## config.mk

```make
export PLATFORM = sky130hd
export DESIGN_NAME = glyph_alpha_blit_top
export DESIGN_NICKNAME = d
export VERILOG_FILES = /design/src/rtl/core/gab_pkg.sv /design/src/rtl/core/gab_ctrl.sv /design/src/rtl/core/gab_dp.sv /design/src/rtl/core/glyph_alpha_blit_top.sv
export SDC_FILE = /design/constraint.sdc
export NUM_CORES = 2
export LEC_CHECK = 0
export BUFFER_PORTS_ARGS = -buffer_cell sky130_fd_sc_hd__buf_4
export CAP_MARGIN = 0
export CORE_MARGIN = 4
export CORE_UTILIZATION = 40
export DETAILED_ROUTE_END_ITERATION = 8
export PLACE_DENSITY_LB_ADDON = 0.12
export SLEW_MARGIN = 20
export SYNTH_ARGS = -nofsm -noshare
export SYNTH_HDL_FRONTEND = slang
export SYNTH_SLANG_ARGS = --single-unit
export TNS_END_PERCENT = 100
```

## constraint.sdc

```tcl
create_clock -name clk -period 6.2 [get_ports clk]
set_input_delay 0.31 -clock clk [delete_from_list [all_inputs] [get_ports clk]]
set_output_delay 0.31 -clock clk [all_outputs]
set_load 0.02 [all_outputs]
```

## src/rtl/core/gab_pkg.sv

```systemverilog
// ----------------------------------------------------------------------------
// gab_pkg
// Shared types and constants for the glyph alpha blit block.
// ----------------------------------------------------------------------------
package gab_pkg;

  localparam int unsigned CFG_IDX_W  = 3;
  localparam int unsigned CFG_DATA_W = 32;
  localparam int unsigned DIM_W      = 13;
  localparam int unsigned GLYPH_W    = 8;
  localparam int unsigned ADDR_W     = 24;
  localparam int unsigned PIX_W      = 24;

  // Configuration register indexes
  localparam logic [CFG_IDX_W-1:0] REG_BLEND_COLOR  = 3'd0;
  localparam logic [CFG_IDX_W-1:0] REG_FB_WIDTH     = 3'd1;
  localparam logic [CFG_IDX_W-1:0] REG_FB_HEIGHT    = 3'd2;
  localparam logic [CFG_IDX_W-1:0] REG_ORIGIN_X     = 3'd3;
  localparam logic [CFG_IDX_W-1:0] REG_ORIGIN_Y     = 3'd4;
  localparam logic [CFG_IDX_W-1:0] REG_GLYPH_WIDTH  = 3'd5;
  localparam logic [CFG_IDX_W-1:0] REG_GLYPH_HEIGHT = 3'd6;

  // Reset values
  localparam logic [DIM_W-1:0] FB_WIDTH_RST  = 13'd640;
  localparam logic [DIM_W-1:0] FB_HEIGHT_RST = 13'd480;

  typedef enum logic [1:0] {
    ST_IDLE,
    ST_ALPHA,
    ST_BLEND
  } gab_state_t;

  // Controller -> datapath commands
  typedef struct packed {
    logic capture;   // register input beat, advance position counters
    logic calc;      // effective alpha and address product
    logic load_out;  // blend and load output register
  } gab_cmd_t;

endpackage

```

## src/rtl/core/gab_ctrl.sv

```systemverilog
// ----------------------------------------------------------------------------
// gab_ctrl
// Sequencer: capture, multiply, blend; owns the handshake and output valid.
// ----------------------------------------------------------------------------
module gab_ctrl (
  input  logic              clk,
  input  logic              rst,
  input  logic              in_valid,
  output logic              in_stall,
  output logic              out_valid,
  input  logic              out_stall,
  output gab_pkg::gab_cmd_t cmd
);

  gab_pkg::gab_state_t state, state_next;
  logic                out_valid_next;

  always_ff @(posedge clk) begin
    if (rst) begin
      state     <= gab_pkg::ST_IDLE;
      out_valid <= 1'b0;
    end else begin
      state     <= state_next;
      out_valid <= out_valid_next;
    end
  end

  always_comb begin
    state_next     = state;
    cmd            = '0;
    in_stall       = 1'b1;
    out_valid_next = out_valid && out_stall;
    unique case (state)
      gab_pkg::ST_IDLE: begin
        in_stall = 1'b0;
        if (in_valid) begin
          cmd.capture = 1'b1;
          state_next  = gab_pkg::ST_ALPHA;
        end
      end
      gab_pkg::ST_ALPHA: begin
        cmd.calc   = 1'b1;
        state_next = gab_pkg::ST_BLEND;
      end
      gab_pkg::ST_BLEND: begin
        // output register free or draining this cycle
        if (!out_valid || !out_stall) begin
          cmd.load_out   = 1'b1;
          out_valid_next = 1'b1;
          state_next     = gab_pkg::ST_IDLE;
        end
      end
      default: begin
        state_next = gab_pkg::ST_IDLE;
      end
    endcase
  end

`ifndef ASSERT_OFF
  a_load_free: assert property (@(posedge clk) disable iff (rst)
    cmd.load_out |-> (!out_valid || !out_stall))
    else $error("output loaded over a stalled beat");

  a_capture_seq: assert property (@(posedge clk) disable iff (rst)
    cmd.capture |=> (state == gab_pkg::ST_ALPHA))
    else $error("capture not followed by alpha step");

  a_alpha_seq: assert property (@(posedge clk) disable iff (rst)
    (state == gab_pkg::ST_ALPHA) |=> (state == gab_pkg::ST_BLEND))
    else $error("alpha step not followed by blend");

  a_valid_src: assert property (@(posedge clk) disable iff (rst)
    $rose(out_valid) |-> $past(cmd.load_out))
    else $error("output valid without a load");
`endif

endmodule

```

## src/rtl/core/gab_dp.sv

```systemverilog
// ----------------------------------------------------------------------------
// gab_dp
// Datapath: config registers, position counters, clip, alpha and blend.
// ----------------------------------------------------------------------------
module gab_dp (
  input  logic                                clk,
  input  logic                                rst,
  input  logic                                cfg_wr_en,
  input  logic [gab_pkg::CFG_IDX_W-1:0]       cfg_index,
  input  logic [gab_pkg::CFG_DATA_W-1:0]      cfg_data,
  input  gab_pkg::gab_cmd_t                   cmd,
  input  logic [7:0]                          coverage,
  input  logic [31:0]                         dst_pixel,
  output logic                                write_enable,
  output logic [gab_pkg::ADDR_W-1:0]          pixel_address,
  output logic [gab_pkg::PIX_W-1:0]           new_pixel,
  output logic                                last
);

  // config
  logic [31:0]                      blend_color;
  logic [gab_pkg::DIM_W-1:0]        fb_width;
  logic [gab_pkg::DIM_W-1:0]        fb_height;
  logic [gab_pkg::DIM_W-1:0]        origin_x;
  logic [gab_pkg::DIM_W-1:0]        origin_y;
  logic [gab_pkg::GLYPH_W-1:0]      glyph_width;
  logic [gab_pkg::GLYPH_W-1:0]      glyph_height;

  // position
  logic [gab_pkg::GLYPH_W-1:0]      column_count;
  logic [gab_pkg::GLYPH_W-1:0]      row_count;
  logic [gab_pkg::GLYPH_W-1:0]      gw, gh;
  logic                             end_col, end_row;
  logic [gab_pkg::DIM_W:0]          ix, iy;
  logic                             visible;

  // stage registers
  logic [7:0]                       cov_q;
  logic [31:0]                      dst_q;
  logic [gab_pkg::DIM_W-1:0]        ix_q, iy_q;
  logic                             vis_q, last_q;
  logic [7:0]                       a_q;
  logic [gab_pkg::ADDR_W-1:0]       addr_q;

  logic [15:0]                      alpha_prod;
  logic [2*gab_pkg::DIM_W-1:0]      row_base;
  logic [7:0]                       r_bl, g_bl, b_bl;

  function automatic logic [7:0] blend_ch(input logic [7:0] c, input logic [7:0] d,
                                          input logic [7:0] a);
    logic [15:0] sum;
    sum = (16'(c) * 16'(a)) + (16'(d) * 16'(8'hff - a));
    return sum[15:8];
  endfunction

  always_ff @(posedge clk) begin
    if (rst) begin
      blend_color  <= '0;
      fb_width     <= gab_pkg::FB_WIDTH_RST;
      fb_height    <= gab_pkg::FB_HEIGHT_RST;
      origin_x     <= '0;
      origin_y     <= '0;
      glyph_width  <= '0;
      glyph_height <= '0;
    end else if (cfg_wr_en) begin
      unique case (cfg_index)
        gab_pkg::REG_BLEND_COLOR:  blend_color  <= cfg_data;
        gab_pkg::REG_FB_WIDTH:     fb_width     <= cfg_data[gab_pkg::DIM_W-1:0];
        gab_pkg::REG_FB_HEIGHT:    fb_height    <= cfg_data[gab_pkg::DIM_W-1:0];
        gab_pkg::REG_ORIGIN_X:     origin_x     <= cfg_data[gab_pkg::DIM_W-1:0];
        gab_pkg::REG_ORIGIN_Y:     origin_y     <= cfg_data[gab_pkg::DIM_W-1:0];
        gab_pkg::REG_GLYPH_WIDTH:  glyph_width  <= cfg_data[gab_pkg::GLYPH_W-1:0];
        gab_pkg::REG_GLYPH_HEIGHT: glyph_height <= cfg_data[gab_pkg::GLYPH_W-1:0];
        default: ;
      endcase
    end
  end

  // zero dimension acts as one
  assign gw      = (glyph_width  == '0) ? 8'd1 : glyph_width;
  assign gh      = (glyph_height == '0) ? 8'd1 : glyph_height;
  assign end_col = ({1'b0, column_count} + 9'd1) >= {1'b0, gw};
  assign end_row = ({1'b0, row_count} + 9'd1) >= {1'b0, gh};

  // signed origin plus unsigned counter, 14 bits
  assign ix = {origin_x[gab_pkg::DIM_W-1], origin_x} + {6'd0, column_count};
  assign iy = {origin_y[gab_pkg::DIM_W-1], origin_y} + {6'd0, row_count};
  assign visible = !ix[gab_pkg::DIM_W] && !iy[gab_pkg::DIM_W] &&
                   (ix[gab_pkg::DIM_W-1:0] < fb_width) &&
                   (iy[gab_pkg::DIM_W-1:0] < fb_height);

  always_ff @(posedge clk) begin
    if (rst) begin
      column_count <= '0;
      row_count    <= '0;
    end else if (cmd.capture) begin
      if (end_col) begin
        column_count <= '0;
        row_count    <= end_row ? '0 : row_count + 8'd1;
      end else begin
        column_count <= column_count + 8'd1;
      end
    end
  end

  assign alpha_prod = 16'(blend_color[31:24]) * 16'(cov_q);
  assign row_base   = (2*gab_pkg::DIM_W)'(iy_q) * (2*gab_pkg::DIM_W)'(fb_width);

  assign r_bl = blend_ch(blend_color[23:16], dst_q[23:16], a_q);
  assign g_bl = blend_ch(blend_color[15:8],  dst_q[15:8],  a_q);
  assign b_bl = blend_ch(blend_color[7:0],   dst_q[7:0],   a_q);

  always_ff @(posedge clk) begin
    if (cmd.capture) begin
      cov_q  <= coverage;
      dst_q  <= dst_pixel;
      ix_q   <= ix[gab_pkg::DIM_W-1:0];
      iy_q   <= iy[gab_pkg::DIM_W-1:0];
      vis_q  <= visible;
      last_q <= end_col && end_row;
    end
    if (cmd.calc) begin
      a_q    <= alpha_prod[15:8];
      addr_q <= row_base[gab_pkg::ADDR_W-1:0] +
                {{(gab_pkg::ADDR_W-gab_pkg::DIM_W){1'b0}}, ix_q};
    end
    if (cmd.load_out) begin
      write_enable  <= vis_q;
      pixel_address <= vis_q ? addr_q : '0;
      new_pixel     <= vis_q ? {r_bl, g_bl, b_bl} : '0;
      last          <= last_q;
    end
  end

endmodule

```

## src/rtl/core/glyph_alpha_blit_top.sv

```systemverilog
// ----------------------------------------------------------------------------
// glyph_alpha_blit_top
// Alpha-blended glyph blit onto a 32-bit xRGB framebuffer.
// ----------------------------------------------------------------------------
// One input beat is a coverage byte plus the framebuffer pixel at that spot,
// in glyph row-major order; each produces exactly one output beat with the
// write flag, framebuffer address (row * fb_width + column, low 24 bits) and
// the blended RGB pixel. Clipped positions give write_enable 0 with address
// and pixel zero; last marks the final byte of the glyph. An item passes three
// steps: capture with clip test, the coverage-alpha and row-address
// multiply, then the per-channel blend into the output register. The
// three-step sequencer with its single pair of stage registers takes no
// new beat until the prior one is loaded. The output register lets
// the next beat enter while a finished result is still stalled. The position
// counters persist across config writes; only reset restarts a glyph.
// Write config only while the block is idle.
module glyph_alpha_blit_top (
  input  logic                           clk,
  input  logic                           rst,
  // config write port
  input  logic                           cfg_wr_en,
  input  logic [gab_pkg::CFG_IDX_W-1:0]  cfg_index,
  input  logic [gab_pkg::CFG_DATA_W-1:0] cfg_data,
  // input beat
  input  logic                           in_valid,
  output logic                           in_stall,
  input  logic [7:0]                     coverage,
  input  logic [31:0]                    dst_pixel,
  // output beat
  output logic                           out_valid,
  input  logic                           out_stall,
  output logic                           write_enable,
  output logic [gab_pkg::ADDR_W-1:0]     pixel_address,
  output logic [gab_pkg::PIX_W-1:0]      new_pixel,
  output logic                           last
);

  gab_pkg::gab_cmd_t cmd;

  // sequencer and handshake
  gab_ctrl u_ctrl (
    .clk       (clk),
    .rst       (rst),
    .in_valid  (in_valid),
    .in_stall  (in_stall),
    .out_valid (out_valid),
    .out_stall (out_stall),
    .cmd       (cmd)
  );

  // registers, counters, arithmetic
  gab_dp u_dp (
    .clk           (clk),
    .rst           (rst),
    .cfg_wr_en     (cfg_wr_en),
    .cfg_index     (cfg_index),
    .cfg_data      (cfg_data),
    .cmd           (cmd),
    .coverage      (coverage),
    .dst_pixel     (dst_pixel),
    .write_enable  (write_enable),
    .pixel_address (pixel_address),
    .new_pixel     (new_pixel),
    .last          (last)
  );

endmodule
```

==> impl_metrics.py <==
metrics = {
    "sta": {
        "finClkSkew_ns": 0.02539,
        "period_minus_slack_ns": 5.960,
        "finalHoldViolations": 0,
        "report.final.slew_viol_count": 0,
        "slew_headroom_pct": 27.25,
        "fin_tns_setup_ns": 0,
        "worst_pin_slew_ns": 1.087,
        "rsz0062_at_grt": "no",
        "max_clock_freq_mhz": 167.8,
        "finalCritPeriodShare_pct": 96.12,
        "setup_viol": 0,
    },
    "floorplanning": {
        "io-pin-count": 132,
        "die_area_um2": 81790,
        "coreArea_um2": 76330,
        "rows": 101,
        "fp.dieH_um": 286.0,
        "die_x_um": 286.0,
        "initial_core_util_pct": 40.50,
    },
    "yosys": {
        "synth.area.top_cells": "fa_1 29%, ha_1 14%, edfxtp_1 14%, inv_1 7.9%, dfxtp_1 7.7%",
        "synth_most_common_cell": "inv_1",
        "synthesis.nets": 4154,
        "synth-xor-area-share_pct": 2.748,
        "netlist_area_um2": 30910,
        "synth_edf_count": 142,
        "synth_compound_area_share_pct": 5.792,
        "synth_area_per_cell_um2": 9.445,
        "ys_warn_count": 0,
        "yosysUniqueCellTypes": 58,
        "synth.ff_latch_count": 261,
        "postSynthCellCount": 3273,
        "synth_top_family_by_area": "adder cells",
        "yosys.area_share.simple_pct": 17.15,
        "async_flop_share_pct": 0,
        "synthAdderAreaFrac_pct": 43.37,
        "ys_top_cells_by_count": "654 x inv_1, 451 x fa_1, 427 x nand2_1, 350 x ha_1, 263 x and2_1",
        "synth_top_area_share_pct": 29.21,
        "synthMuxAreaShare_pct": 0.09714,
        "yosysTopAreaCell": "fa_1",
        "synth_ff_type": "edfxtp_1",
        "ys_seq_area_share_pct": 21.50,
    },
    "placed_design": {
        "io_buffers": 123,
        "place_hpwl_um": 58290,
        "place_area_um2": 33380,
        "place_congestion": 0.8184,
    },
    "cts": {
        "cts_root_buf": "clkbuf_16",
        "cts_buffer_depth": 3,
        "path_clk_slew_ns": 0.06,
        "cts_buffers": 35,
        "cts_tree": "built",
        "insertion_delay_ns": 0.57,
        "htreeDepth": 2,
        "clkSinkCount": 261,
    },
    "global_routing": {
        "gr-usage-all-layers_pct": 19.04,
        "grtUsageMet3_pct": 2.462,
        "grt_pass1_wl_um": 124900,
        "grt_start_max_net_pins": 67,
        "use_met1_pct": 24.65,
        "gr-max-usage-layer": "met2",
        "grt_pass1_vias": 24189,
        "met2_usage_pct": 33.43,
        "gr-total-overflow": 0,
        "antenna_found_initial": 0,
    },
    "route": {
        "drt-initial-drc-count": 950,
        "wl_per_cell_um": 16.76,
        "viasPerCell": 4.838,
        "vias": 21831,
        "dr.pass1.iters": 5,
        "drtAntennaViolNets": 0,
        "routed_wl_um": 75640,
        "drcViolationCount": 0,
    },
    "worst_setup_path": {
        "crit_family": "adder cells",
        "path_class": "reg2reg",
        "worstSetupStartpointType": "flip-flop",
        "cpPeakStageDelay_ns": 0.56,
        "cp.depth": 21,
        "r2r_cells": 21,
        "crit_path_start": "u_dp.a_q[1]",
        "crit_top_cell": "fa_1",
        "worst-path-buf-inv": 6,
        "cp_max_fo": 6,
        "cp.required_ns": 6.59,
        "slowest_stage": "fa_1",
        "crit_chain": "buf_2 -> nand2b_1 -> fa_1 -> fa_1 -> inv_1 -> fa_1 -> fa_1 -> fa_1 -> inv_1 -> fa_1 -> inv_1 -> ha_1 -> nor3_1 -> o21ai_1 -> nand2_1 -> o21ai_0 -> buf_4 -> or2_2 -> buf_4 -> a21oi_2 -> mux2i_2",
        "end_kind": "flip-flop",
        "worstReg2RegStart": "u_dp.a_q[1]",
        "arrival_ns": 6.35,
    },
    "finish": {
        "multi_input_area_um2": 21490,
        "nNetsFinal": 4335,
        "final_util_pct": 46.23,
        "area.growth.synth_to_final_pct": 14.14,
        "stdcell_area_um2": 35280,
        "drive_gt1_share_pct": 8.273,
        "n_fill_cell": 7364,
        "regArea_um2": 6648,
    },
    "worst_hold_path": {
        "hold_path_depth": 3,
        "hp-class": "in2reg",
        "min_from": "out_stall",
    },
    "power_and_ir_drop": {
        "ir_worst_vdd_uv": 157.7,
        "power_density_nw_per_um2": 233.5,
        "p_leak_uw": 0.01685,
    },
    "run": {
        "maxCapViolCount": 0,
    },
    "outcome": {
        "status": "finished clean",
    },
}
final timing paths:
kind / to / slack, ns
worst max-delay path: u_dp.new_pixel[5] / 0.24
worst min-delay path: u_ctrl.out_valid / 0.05
worst max register to register: u_dp.new_pixel[5] / 0.24
worst min register to register: u_dp.last / 0.43
state kept, by name, summed over array words and instances, names as in the netlist, 13 cells and up:
name and cells:
u_dp.addr_q 24, u_dp.blend_color 32, u_dp.dst_q 24, u_dp.fb_height 13, u_dp.fb_width 13, u_dp.ix_q 13, u_dp.iy_q 13, u_dp.new_pixel 24
u_dp.origin_x 13, u_dp.origin_y 13, u_dp.pixel_address 24
layer usage:
layer  routed length (µm)  vias to the layer above  part of all wire, %
li1                     -                    10429                    -
met1                33850                    10980                   45
met2                36980                      317                   49
met3                 2500                      105                  3.3
met4                 2311                        0                  3.1
met5                    0                        -                    0
area by class of cell:
class | instances | area share, %
diodes | 1 | 0.007092
well taps | 1030 | 3.652
clock inverters | 18 | 0.6348
repair buffers | 259 | 6.174
multi-input cells | 2243 | 60.89
clock buffers | 46 | 2.837
inverters | 654 | 6.961
flip-flops and latches | 261 | 18.84
per-stage QoR:
stage	total power (µW)	setup WS, ns	hold slack (ns)	cells
2_1_floorplan	4977	0.3795	0.4003	3273
4_1_cts	8336	0.08535	0.01564	4503
3_3_place_gp	6004	0.1265	0.4141	4388
3_5_place_dp	6052	0.1087	0.4150	4388
6_report	8239	0.2404	0.05459	4512
5_1_grt	9061	0.001390	0.04431	4511
cell families after synthesis:
logic type                 Yosys count
and+or+nand+nor                   1041
adders and majority gates          801
buffers and inverters              769
AOI/OAI and AO/OA                  301
DFF                                261
xor gates and xnor gates            97
muxes                                3
cells in the final DEF (no fill, tap or decap), types with 29 or more instances in the layout:
| master | count |
|---|---|
| a21o_1 | 29 |
| a21oi_1 | 169 |
| and2_1 | 263 |
| buf_4 | 198 |
| clkbuf_16 | 39 |
| dfxtp_1 | 118 |
| dlygate4sd3_1 | 51 |
| edfxtp_1 | 142 |
| fa_1 | 451 |
| ha_1 | 349 |
| inv_1 | 653 |
| nand2_1 | 427 |
| nand2b_1 | 75 |
| nor2_1 | 53 |
| nor2b_1 | 139 |
| o21ai_0 | 35 |
| xnor2_1 | 64 |
| xor2_1 | 33 |
worst min-delay path, delay by kind of cell:
family          cells  cell delay (ns)
buf+inv             1             0.13
compound gates      1             0.06
simple gates        1             0.07
report_power, final:
group / internal [µW] / total [µW] / switching [µW] / leakage (µW)
Combinational: 1800 / 3960 / 2150 / 0.0139
Sequential: 2030 / 2120 / 87.2 / 0.00231
Clock: 1320 / 2160 / 845 / 0.000607
timing repair:
action	in CTS	in global routing
resized for setup	0	20
endpoints found under the setup margin	0	10
hold endpoints to repair	51	0
setup buffers	0	7
hold buffers	51	0
Power figures use the tool's default switching activity.
